==> src/sv/spr_pkg.sv <==
// shared types, constants and mixing function for the seeded password rotate hash
package spr_pkg;

    localparam int unsigned HASH_W      = 32;
    localparam int unsigned BYTE_W      = 8;
    localparam int unsigned ROT_W       = 5;
    localparam int unsigned QUEUE_DEPTH = 2;

    // one classified transaction handed from front to back
    typedef struct packed {
        logic [HASH_W-1:0] seed;
        logic [BYTE_W-1:0] pw_byte;
        logic              use_byte;
        logic              start;
        logic              last;
    } t_item;

    // mix one byte into the hash, then rotate left by the hash's low bits
    function automatic logic [HASH_W-1:0] mix_byte(
        input logic [HASH_W-1:0] h_in,
        input logic [BYTE_W-1:0] prev,
        input logic [BYTE_W-1:0] b
    );
        logic [HASH_W-1:0]   x;
        logic [HASH_W-1:0]   bw;
        logic [HASH_W-1:0]   h;
        logic [2*HASH_W-1:0] dbl;
        x   = {prev, {(HASH_W-2*BYTE_W){1'b0}}, b};
        bw  = {{(HASH_W-BYTE_W){1'b0}}, b};
        h   = h_in ^ x;
        h   = h + x;
        h   = h ^ (bw << 8);
        h   = h - (bw << 16);
        h   = h ^ (bw << 24);
        dbl = {h, h} << h[ROT_W-1:0];
        return dbl[2*HASH_W-1:HASH_W];
    endfunction

endpackage

==> src/sv/spr_front.sv <==
// front end: accepts input transactions, marks string starts and usable bytes
module spr_front (
    input  logic                   i_clk,
    input  logic                   i_rst_n,
    input  logic                   i_valid,
    output logic                   o_ready,
    input  logic [31:0]            i_seed,
    input  logic [7:0]             i_pw_byte,
    input  logic                   i_has_byte,
    input  logic                   i_is_last,
    output logic                   o_push,
    output spr_pkg::t_item         o_item,
    input  logic                   i_full
);

    logic r_mid;
    logic n_mid;
    logic accept;

    assign o_ready = !i_full;
    assign accept  = i_valid && !i_full;
    assign o_push  = accept;

    // classify the transaction
    always_comb begin
        o_item.seed     = i_seed;
        o_item.pw_byte  = i_pw_byte;
        o_item.use_byte = i_has_byte && (i_pw_byte != '0);
        o_item.start    = !r_mid;
        o_item.last     = i_is_last;
    end

    // track whether a string is open
    always_comb begin
        n_mid = r_mid;
        if (accept) begin
            n_mid = !i_is_last;
        end
    end

    always_ff @(posedge i_clk) begin
        if (!i_rst_n) begin
            r_mid <= 1'b0;
        end else begin
            r_mid <= n_mid;
        end
    end

endmodule

==> src/sv/spr_queue.sv <==
// short fifo between front and back ends
module spr_queue #(
    parameter int unsigned DEPTH = spr_pkg::QUEUE_DEPTH
) (
    input  logic           i_clk,
    input  logic           i_rst_n,
    input  logic           i_push,
    input  spr_pkg::t_item i_item,
    output logic           o_full,
    input  logic           i_pop,
    output logic           o_valid,
    output spr_pkg::t_item o_item
);

    localparam int unsigned PW = (DEPTH > 1) ? $clog2(DEPTH) : 1;
    localparam int unsigned CW = $clog2(DEPTH + 1);

    spr_pkg::t_item r_slot [DEPTH];
    logic [PW-1:0]  r_wr;
    logic [PW-1:0]  r_rd;
    logic [CW-1:0]  r_cnt;
    logic [PW-1:0]  n_wr;
    logic [PW-1:0]  n_rd;
    logic [CW-1:0]  n_cnt;

    assign o_full  = (r_cnt == CW'(DEPTH));
    assign o_valid = (r_cnt != '0);
    assign o_item  = r_slot[r_rd];

    // pointer and fill count update
    always_comb begin
        n_wr  = r_wr;
        n_rd  = r_rd;
        n_cnt = r_cnt;
        if (i_push) begin
            n_wr = (r_wr == PW'(DEPTH - 1)) ? '0 : r_wr + 1'b1;
        end
        if (i_pop) begin
            n_rd = (r_rd == PW'(DEPTH - 1)) ? '0 : r_rd + 1'b1;
        end
        if (i_push && !i_pop) begin
            n_cnt = r_cnt + 1'b1;
        end else if (!i_push && i_pop) begin
            n_cnt = r_cnt - 1'b1;
        end
    end

    always_ff @(posedge i_clk) begin
        if (!i_rst_n) begin
            r_wr  <= '0;
            r_rd  <= '0;
            r_cnt <= '0;
        end else begin
            r_wr  <= n_wr;
            r_rd  <= n_rd;
            r_cnt <= n_cnt;
        end
    end

    // storage slots
    always_ff @(posedge i_clk) begin
        if (i_push) begin
            r_slot[r_wr] <= i_item;
        end
    end

endmodule

==> src/sv/spr_back.sv <==
// back end: runs the hash update and holds the result register
module spr_back (
    input  logic           i_clk,
    input  logic           i_rst_n,
    input  logic           i_q_valid,
    input  spr_pkg::t_item i_item,
    output logic           o_pop,
    output logic           o_valid,
    input  logic           i_ready,
    output logic [31:0]    o_hash_value
);

    logic [spr_pkg::HASH_W-1:0] r_hash;
    logic [spr_pkg::BYTE_W-1:0] r_prev;
    logic                       r_out_valid;
    logic [spr_pkg::HASH_W-1:0] r_out;
    logic [spr_pkg::HASH_W-1:0] n_hash;
    logic [spr_pkg::BYTE_W-1:0] n_prev;
    logic [spr_pkg::HASH_W-1:0] base_hash;
    logic [spr_pkg::BYTE_W-1:0] base_prev;

    assign o_pop        = i_q_valid && (!r_out_valid || i_ready);
    assign o_valid      = r_out_valid;
    assign o_hash_value = r_out;

    // string start reloads from seed, then a usable byte is mixed in
    always_comb begin
        base_hash = i_item.start ? i_item.seed : r_hash;
        base_prev = i_item.start ? '0 : r_prev;
        n_hash    = base_hash;
        n_prev    = base_prev;
        if (i_item.use_byte) begin
            n_hash = spr_pkg::mix_byte(base_hash, base_prev, i_item.pw_byte);
            n_prev = i_item.pw_byte;
        end
    end

    // running state
    always_ff @(posedge i_clk) begin
        if (!i_rst_n) begin
            r_hash <= '0;
            r_prev <= '0;
        end else if (o_pop) begin
            r_hash <= n_hash;
            r_prev <= n_prev;
        end
    end

    // result register
    always_ff @(posedge i_clk) begin
        if (!i_rst_n) begin
            r_out_valid <= 1'b0;
        end else if (o_pop && i_item.last) begin
            r_out_valid <= 1'b1;
        end else if (i_ready) begin
            r_out_valid <= 1'b0;
        end
    end

    always_ff @(posedge i_clk) begin
        if (o_pop && i_item.last) begin
            r_out <= n_hash;
        end
    end

`ifndef SYNTH
    // a finished string always shows a result next cycle
    a_last_gives_result: assert property (@(posedge i_clk) disable iff (!i_rst_n)
        o_pop && i_item.last |=> r_out_valid)
        else $error("last transaction gave no result");

    // a waiting result is never overwritten
    a_no_overwrite: assert property (@(posedge i_clk) disable iff (!i_rst_n)
        r_out_valid && !i_ready |-> !o_pop)
        else $error("pending result overwritten");

    // an empty password hashes to its seed
    a_empty_is_seed: assert property (@(posedge i_clk) disable iff (!i_rst_n)
        o_pop && i_item.start && !i_item.use_byte && i_item.last
        |=> r_out == $past(i_item.seed))
        else $error("empty password did not give the seed");
`endif

endmodule

==> src/sv/seeded_password_rotate_hash.sv <==
// top level of the seeded password rotate hash
//
//  channel | valid   | ready   | payload
//  --------+---------+---------+----------------------------------------------
//  input   | i_valid | o_ready | i_seed, i_pw_byte, i_has_byte, i_is_last
//  output  | o_valid | i_ready | o_hash_value
//
// one input transaction per cycle while o_ready is high; the hash update is one
// registered step in the back end: a last byte goes into the fifo, is popped once
// earlier entries and any waiting result are taken, and its hash is registered.
// the fifo between front and back (QUEUE_DEPTH entries) absorbs output stalls;
// o_ready drops only once it is full.
// reset is synchronous, active low, and empties the fifo and the result register.
module seeded_password_rotate_hash #(
    parameter int unsigned QUEUE_DEPTH = spr_pkg::QUEUE_DEPTH
) (
    input  logic        i_clk,
    input  logic        i_rst_n,
    input  logic        i_valid,
    output logic        o_ready,
    input  logic [31:0] i_seed,
    input  logic [7:0]  i_pw_byte,
    input  logic        i_has_byte,
    input  logic        i_is_last,
    output logic        o_valid,
    input  logic        i_ready,
    output logic [31:0] o_hash_value
);

    logic           push;
    logic           full;
    logic           pop;
    logic           q_valid;
    spr_pkg::t_item front_item;
    spr_pkg::t_item back_item;

    // accept and classify
    spr_front u_front (
        .i_clk      (i_clk),
        .i_rst_n    (i_rst_n),
        .i_valid    (i_valid),
        .o_ready    (o_ready),
        .i_seed     (i_seed),
        .i_pw_byte  (i_pw_byte),
        .i_has_byte (i_has_byte),
        .i_is_last  (i_is_last),
        .o_push     (push),
        .o_item     (front_item),
        .i_full     (full)
    );

    // decoupling fifo
    spr_queue #(
        .DEPTH (QUEUE_DEPTH)
    ) u_queue (
        .i_clk   (i_clk),
        .i_rst_n (i_rst_n),
        .i_push  (push),
        .i_item  (front_item),
        .o_full  (full),
        .i_pop   (pop),
        .o_valid (q_valid),
        .o_item  (back_item)
    );

    // hash and result
    spr_back u_back (
        .i_clk        (i_clk),
        .i_rst_n      (i_rst_n),
        .i_q_valid    (q_valid),
        .i_item       (back_item),
        .o_pop        (pop),
        .o_valid      (o_valid),
        .i_ready      (i_ready),
        .o_hash_value (o_hash_value)
    );

endmodule
==> config.mk <==
export PLATFORM = sky130hd
export DESIGN_NAME = seeded_password_rotate_hash
export DESIGN_NICKNAME = d
export VERILOG_FILES = /design/src/sv/spr_pkg.sv /design/src/sv/spr_front.sv /design/src/sv/spr_queue.sv /design/src/sv/spr_back.sv /design/src/sv/seeded_password_rotate_hash.sv
export SDC_FILE = /design/constraint.sdc
export NUM_CORES = 1
export LEC_CHECK = 0
export CORE_MARGIN = 1.5
export CORE_UTILIZATION = 60
export CTS_CLUSTER_SIZE = 24
export DETAILED_ROUTE_END_ITERATION = 12
export DONT_BUFFER_PORTS = 1
export PLACE_DENSITY = 0.78
export SKIP_CTS_REPAIR_TIMING = 1
export SLEW_MARGIN = 0
export SYNTH_ARGS = -nofsm -noshare
export SYNTH_HDL_FRONTEND = slang
export SYNTH_SLANG_ARGS = --single-unit
==> constraint.sdc <==
create_clock -name i_clk -period 8.2 [get_ports i_clk]
set_clock_uncertainty 0.1 [all_clocks]
set_input_delay 1.64 -clock i_clk [delete_from_list [all_inputs] [get_ports i_clk]]
set_output_delay 1.64 -clock i_clk [all_outputs]
set_load 0.05 [all_outputs]
# Yosys cells after proc, flatten, opt, wreduce, memory -nomap -nowiden
# Memory sizes are Yosys's and may differ from the RTL's. A register that Yosys moved wholly into a read port is not among the register bits.
# Cells that the tools add are included.
totals:
  regBits: 78
  elab_cells: 51
  mem_bits_rw: 86
  mem_count: 1
  mem_bits_ro: 0
  latch_bits: 0
mem_list:
  columns: ["name", "depth", "word_bits", "read_ports", "rd_ports_with_merged_regs", "write_ports", "line_no", "rtl"]
  rows:
  - ["u_queue.r_slot", 2, 43, 1, 1, 1, "spr_queue.sv:18", "spr_pkg::t_item r_slot [DEPTH];"]
op_classes:
  add_sub_neg: 6
  n_mul: 0
  magnitude_cmp: 0
  n_bitwise: 3
  div: 0
  eq_ne: 1
  n_reduce_logical: 17
  n_mux: 14
  shift: 1
op_table:
  columns: ["operator", "n"]
  rows:
  - ["32-bit two-way mux", 2]
  - ["64-bit by 5-bit << shifter with 64-bit output", 1]
  - ["32-bit XOR", 2]
  - ["32-bit adder", 1]
  - ["32-bit by 24-bit subtractor with 32-bit output", 1]
  - ["32-bit by 16-bit XOR with 32-bit output", 1]
  - ["8-bit two-way mux", 2]
  - ["1-bit two-way mux", 8]
  - ["8-bit nonzero test", 1]
  - ["1-bit logical AND", 6]
  - ["1-bit logical NOT", 6]
  - ["2-bit nonzero test", 3]
  - ["2-bit two-way mux", 2]
  - ["1-bit adder (second input constant)", 2]
  - ["2-bit by 1-bit adder with 2-bit output (second input constant)", 1]
  - ["2-bit == test (second input constant)", 1]
  - ["2-bit by 1-bit subtractor with 2-bit output (second input constant)", 1]
  - ["1-bit logical OR", 1]

# Logic depth before layout (Yosys ltp)
depth:
  word_depth: 8
  ltp_mapped: 32
  depth_no_buf: 26

# Cells and area by module
# From an unflattened synthesis, not the netlist that was laid out.
hier_totals:
  hier_cells: 1176
  hier_area_um2: 11582.4
modules_own_cells:
  columns: ["mod", "cells_each", "instances", "area_per_inst_um2", "seq_area_each_um2"]
  rows:
  - ["spr_back", 970, 1, 7872.6, 1761.7]
  - ["spr_queue", 156, 1, 3323.2, 2682.6]
  - ["spr_front", 50, 1, 386.6, 20.0]

# Worst setup path after synthesis
# No wires, ideal clock.
synth_path:
  path_kind: "register to register"
  from: "reg (tool-made name)"
  to: "reg u_back.r_hash[3] in the netlist's numbering"
  path_stages_with_launch: 33
  required_time_ns: 7.985
  period_less_slack_ns: 7.428
  arrival_ns: 7.213
  n_path_buf: 6
  slack_ns: 0.772
  path_cell_list: "dfxtp_1 -> buf_6 -> mux2i_4 -> buf_6 -> buf_4 -> buf_6 -> clkbuf_1 -> buf_1 -> nor2_1 -> a21oi_1 -> ha_1 -> nand2b_1 -> mux2_2 -> o221ai_1 -> a21oi_2 -> o22ai_1 -> nand2_1 -> xnor2_1 -> ha_1 -> a21oi_1 -> or2_2 -> nor2_1 -> mux2_2 -> nor4_2 -> nor4_2 -> o21ai_2 -> nand3_1 -> xnor2_1 -> mux4_2 -> mux4_2 -> or2_1 -> a31o_1 -> o21ba_1"
synth_rtl:
  columns: ["item", "line_no", "rtl"]
  rows:
  - ["to (signal assigned)", "spr_back.sv:44", "r_hash <= n_hash;"]
  - ["to (decl)", "spr_back.sv:13", "logic [spr_pkg::HASH_W-1:0] r_hash;"]

==> impl_metrics.env <==
export IMPL_synth_seq_cells=164
export IMPL_seq_area_frac_synth_pct=38.41
export IMPL_setup_violations=0
export IMPL_place_inst=1426
export IMPL_netlist_area_sq_um=11620
export IMPL_netlist_instances=1208
export IMPL_yosysTopAreaCell="edfxtp_1"
export IMPL_min_period_over_period_pct=92.56
export IMPL_hold_end="u_back.r_hash[24]"
export IMPL_io_buffers=0
export IMPL_grt_pass1_wl_mm=60.18
export IMPL_place_detailed_hpwl_mm=30.17
export IMPL_fp_dieW_um=142.2
export IMPL_ys_types=103
export IMPL_drc_errors=0
export IMPL_htreeDepth=4
export IMPL_routed_wl_mm=40.29
export IMPL_whs_ns=0.3706
export IMPL_gp_routability_congestion=1.009
export IMPL_grt_max_degree=52
export IMPL_nets=1252
export IMPL_tightestPinTransition_ns=1.440
export IMPL_drt_iter0_drc=1291
export IMPL_grt_use_total_pct=40.72
export IMPL_syn2layout_area_growth_pct=8.084
export IMPL_setup_tns_ns=0
export IMPL_yosysWarnings=0
export IMPL_drtAntennaViolNets=0
export IMPL_grt_overflow_total=0
export IMPL_die_area_sq_um=20220
export IMPL_cp_max_fo=18
export IMPL_arrival_ns=7.62
export IMPL_reg2reg_slack_ns=0.61
export IMPL_syn_nets=1275
export IMPL_drive_gt1_share_pct=14.19
export IMPL_pre_cts_slack_ns=0.9278
export IMPL_async_reset_ff_share_pct=0
export IMPL_clk_pin_slew_ns=0.08
export IMPL_regArea_sq_um=4466
export IMPL_hold_depth=2
export IMPL_numCtsBuffers=17
export IMPL_tritoncts="built"
export IMPL_nFillCells=1464
export IMPL_crit_top_cell="o21ai_0"
export IMPL_die_h_um=142.2
export IMPL_ys_top_cells_by_area="edfxtp_1 30%, dfxtp_1 7.9%, xnor2_1 4.9%, nor2_1 3.3%, nand2_1 3.3%"
export IMPL_drv_cap=0
export IMPL_crit_required_ns=8.23
export IMPL_slew_viol_final=0
export IMPL_grt_pass1_vias=9718
export IMPL_num_antenna_cells=0
export IMPL_floorplan_initialDensity_pct=61.73
export IMPL_viasPerCell=7.123
export IMPL_multi_input_area_sq_um=6807
export IMPL_cts_root_buf="clkbuf_16"
export IMPL_period_minus_slack_ns=7.590
export IMPL_holdCritPathClass="reg2reg"
export IMPL_cp_start_kind="flop"
export IMPL_critPathMaxStageDelay_ns=0.65
export IMPL_synth_edf_count=118
export IMPL_routedWlPerCell_um=27.63
export IMPL_reg2reg_depth=28
export IMPL_vias=10385
export IMPL_crit_slowest_cell="mux2i_4"
export IMPL_status="complete, no violations"
export IMPL_worst_setup_path_type="reg2reg"
export IMPL_relSlewSlack_pct=3.992
export IMPL_cts_sinks=164
export IMPL_crit_path_end_kind="flop"
export IMPL_r2r_end="u_back.o_hash_value[11]"
export IMPL_setup_ws_ns=0.6104
export IMPL_rows=50
export IMPL_synth_flop_cell="edfxtp_1"
export IMPL_firstDrtPassIters=7
export IMPL_fin_cells=1458
export IMPL_syn_area_per_cell_sq_um=9.622
export IMPL_yosysTopAreaCellShare_pct=30.48
export IMPL_hold_viol=0
export IMPL_rsz0062_at_grt="false"
export IMPL_max_freq_mhz=131.8
export IMPL_clock_latency_ns=0.43
export IMPL_cts_max_path_buffers=2
export IMPL_min_from="u_back.r_hash[24]"
export IMPL_ios=80
export IMPL_core_area_sq_um=18830
export IMPL_antenna_found_initial=0
critical path: cells and delay by family (launching register included):
family / cells / cell delay (ns)
AO/OA/AOI/OAI: 11 / 2.67
multiplexers: 3 / 1.19
AND/OR/NAND/NOR: 8 / 1.18
adder cells (fa/ha/maj): 2 / 0.69
XOR/XNOR: 2 / 0.68
flip-flops: 1 / 0.39
buffers and inverters: 2 / 0.37
per-stage QoR:
| stage | cell area [sq um] | util, % |
|---|---|---|
| 6_report | 12560 | 66.72 |
| 5_1_grt | 12560 | 66.72 |
| 4_1_cts | 12560 | 66.72 |
| 3_5_place_dp | 11950 | 63.47 |
| 3_3_place_gp | 11950 | 63.47 |
| 2_1_floorplan | 11620 | - |
synthesized netlist by cell type (17+ instances only):
library cell / count
a211oi_1: 19
a21oi_1: 52
a221oi_1: 21
a22oi_1: 17
and2_1: 17
and3_1: 30
clkbuf_1: 57
dfxtp_1: 46
edfxtp_1: 118
ha_1: 20
inv_1: 22
mux2i_1: 31
nand2_1: 101
nand3_1: 33
nor2_1: 102
nor2b_1: 30
nor3_1: 25
o21ai_0: 49
xnor2_1: 65
area by class of cell:
cell class	instances	share of cell area, %
Inverter	26	0.7868
Sequential cell	164	35.54
Multi-Input combinational cell	942	54.18
Timing Repair Buffer	34	2.032
Clock inverter	15	1.484
Clock buffer	17	3.386
Tap cell	260	2.589
sequential cells by signal (all words and copies together) (netlist names), named ones only:
signal,flops
u_back.r_hash,32
u_queue.r_slot,86
u_queue.r_wr,1
u_back.o_hash_value,32
u_front.r_mid,1
u_back.o_valid,1
u_queue.r_rd,1
u_queue.r_cnt,2
u_back.r_prev,7
logic make-up after synthesis:
| logic type | synth area share, % |
|---|---|
| xor+xnor | 6.803 |
| simple gates | 18.72 |
| compound gates | 23.47 |
| buf+inv | 3.811 |
| mux | 6.469 |
| fa+ha+maj | 2.325 |
| flops | 38.41 |
metal layers:
layer	up-vias	wire length (um)	global-route usage (%)
met5	-	0	0
met4	0	2534	24.04
met3	121	4453	9.993
met2	679	17640	60.72
met1	4980	15660	53.96
li1	4605	-	-
worst max-delay path by stage:
stage / from / to / depth (start not counted)
after CTS: flop / u_back.r_hash[3] / 24
after global routing: flop / u_back.o_hash_value[11] / 27
after floorplan: flop / u_back.r_hash[3] / 32
final: flop / u_back.o_hash_value[11] / 28
after detailed placement: u_queue.r_slot[0][1] / u_back.r_hash[3] / 24
after global placement: u_queue.r_slot[0][1] / u_back.r_hash[3] / 24
placed cells by master (no fill, tap or decap), types with 30 or more instances in the layout:
cell type,instances
dfxtp_1,45
o21ai_0,49
mux2i_1,30
edfxtp_1,118
nand3_1,33
a21oi_1,52
nand2_1,101
xnor2_1,60
buf_4,34
nor2_1,100
Power is left out: the tool's default activity adds up to more than one toggle a clock period on the data nets, which glitch-free logic cannot reach.
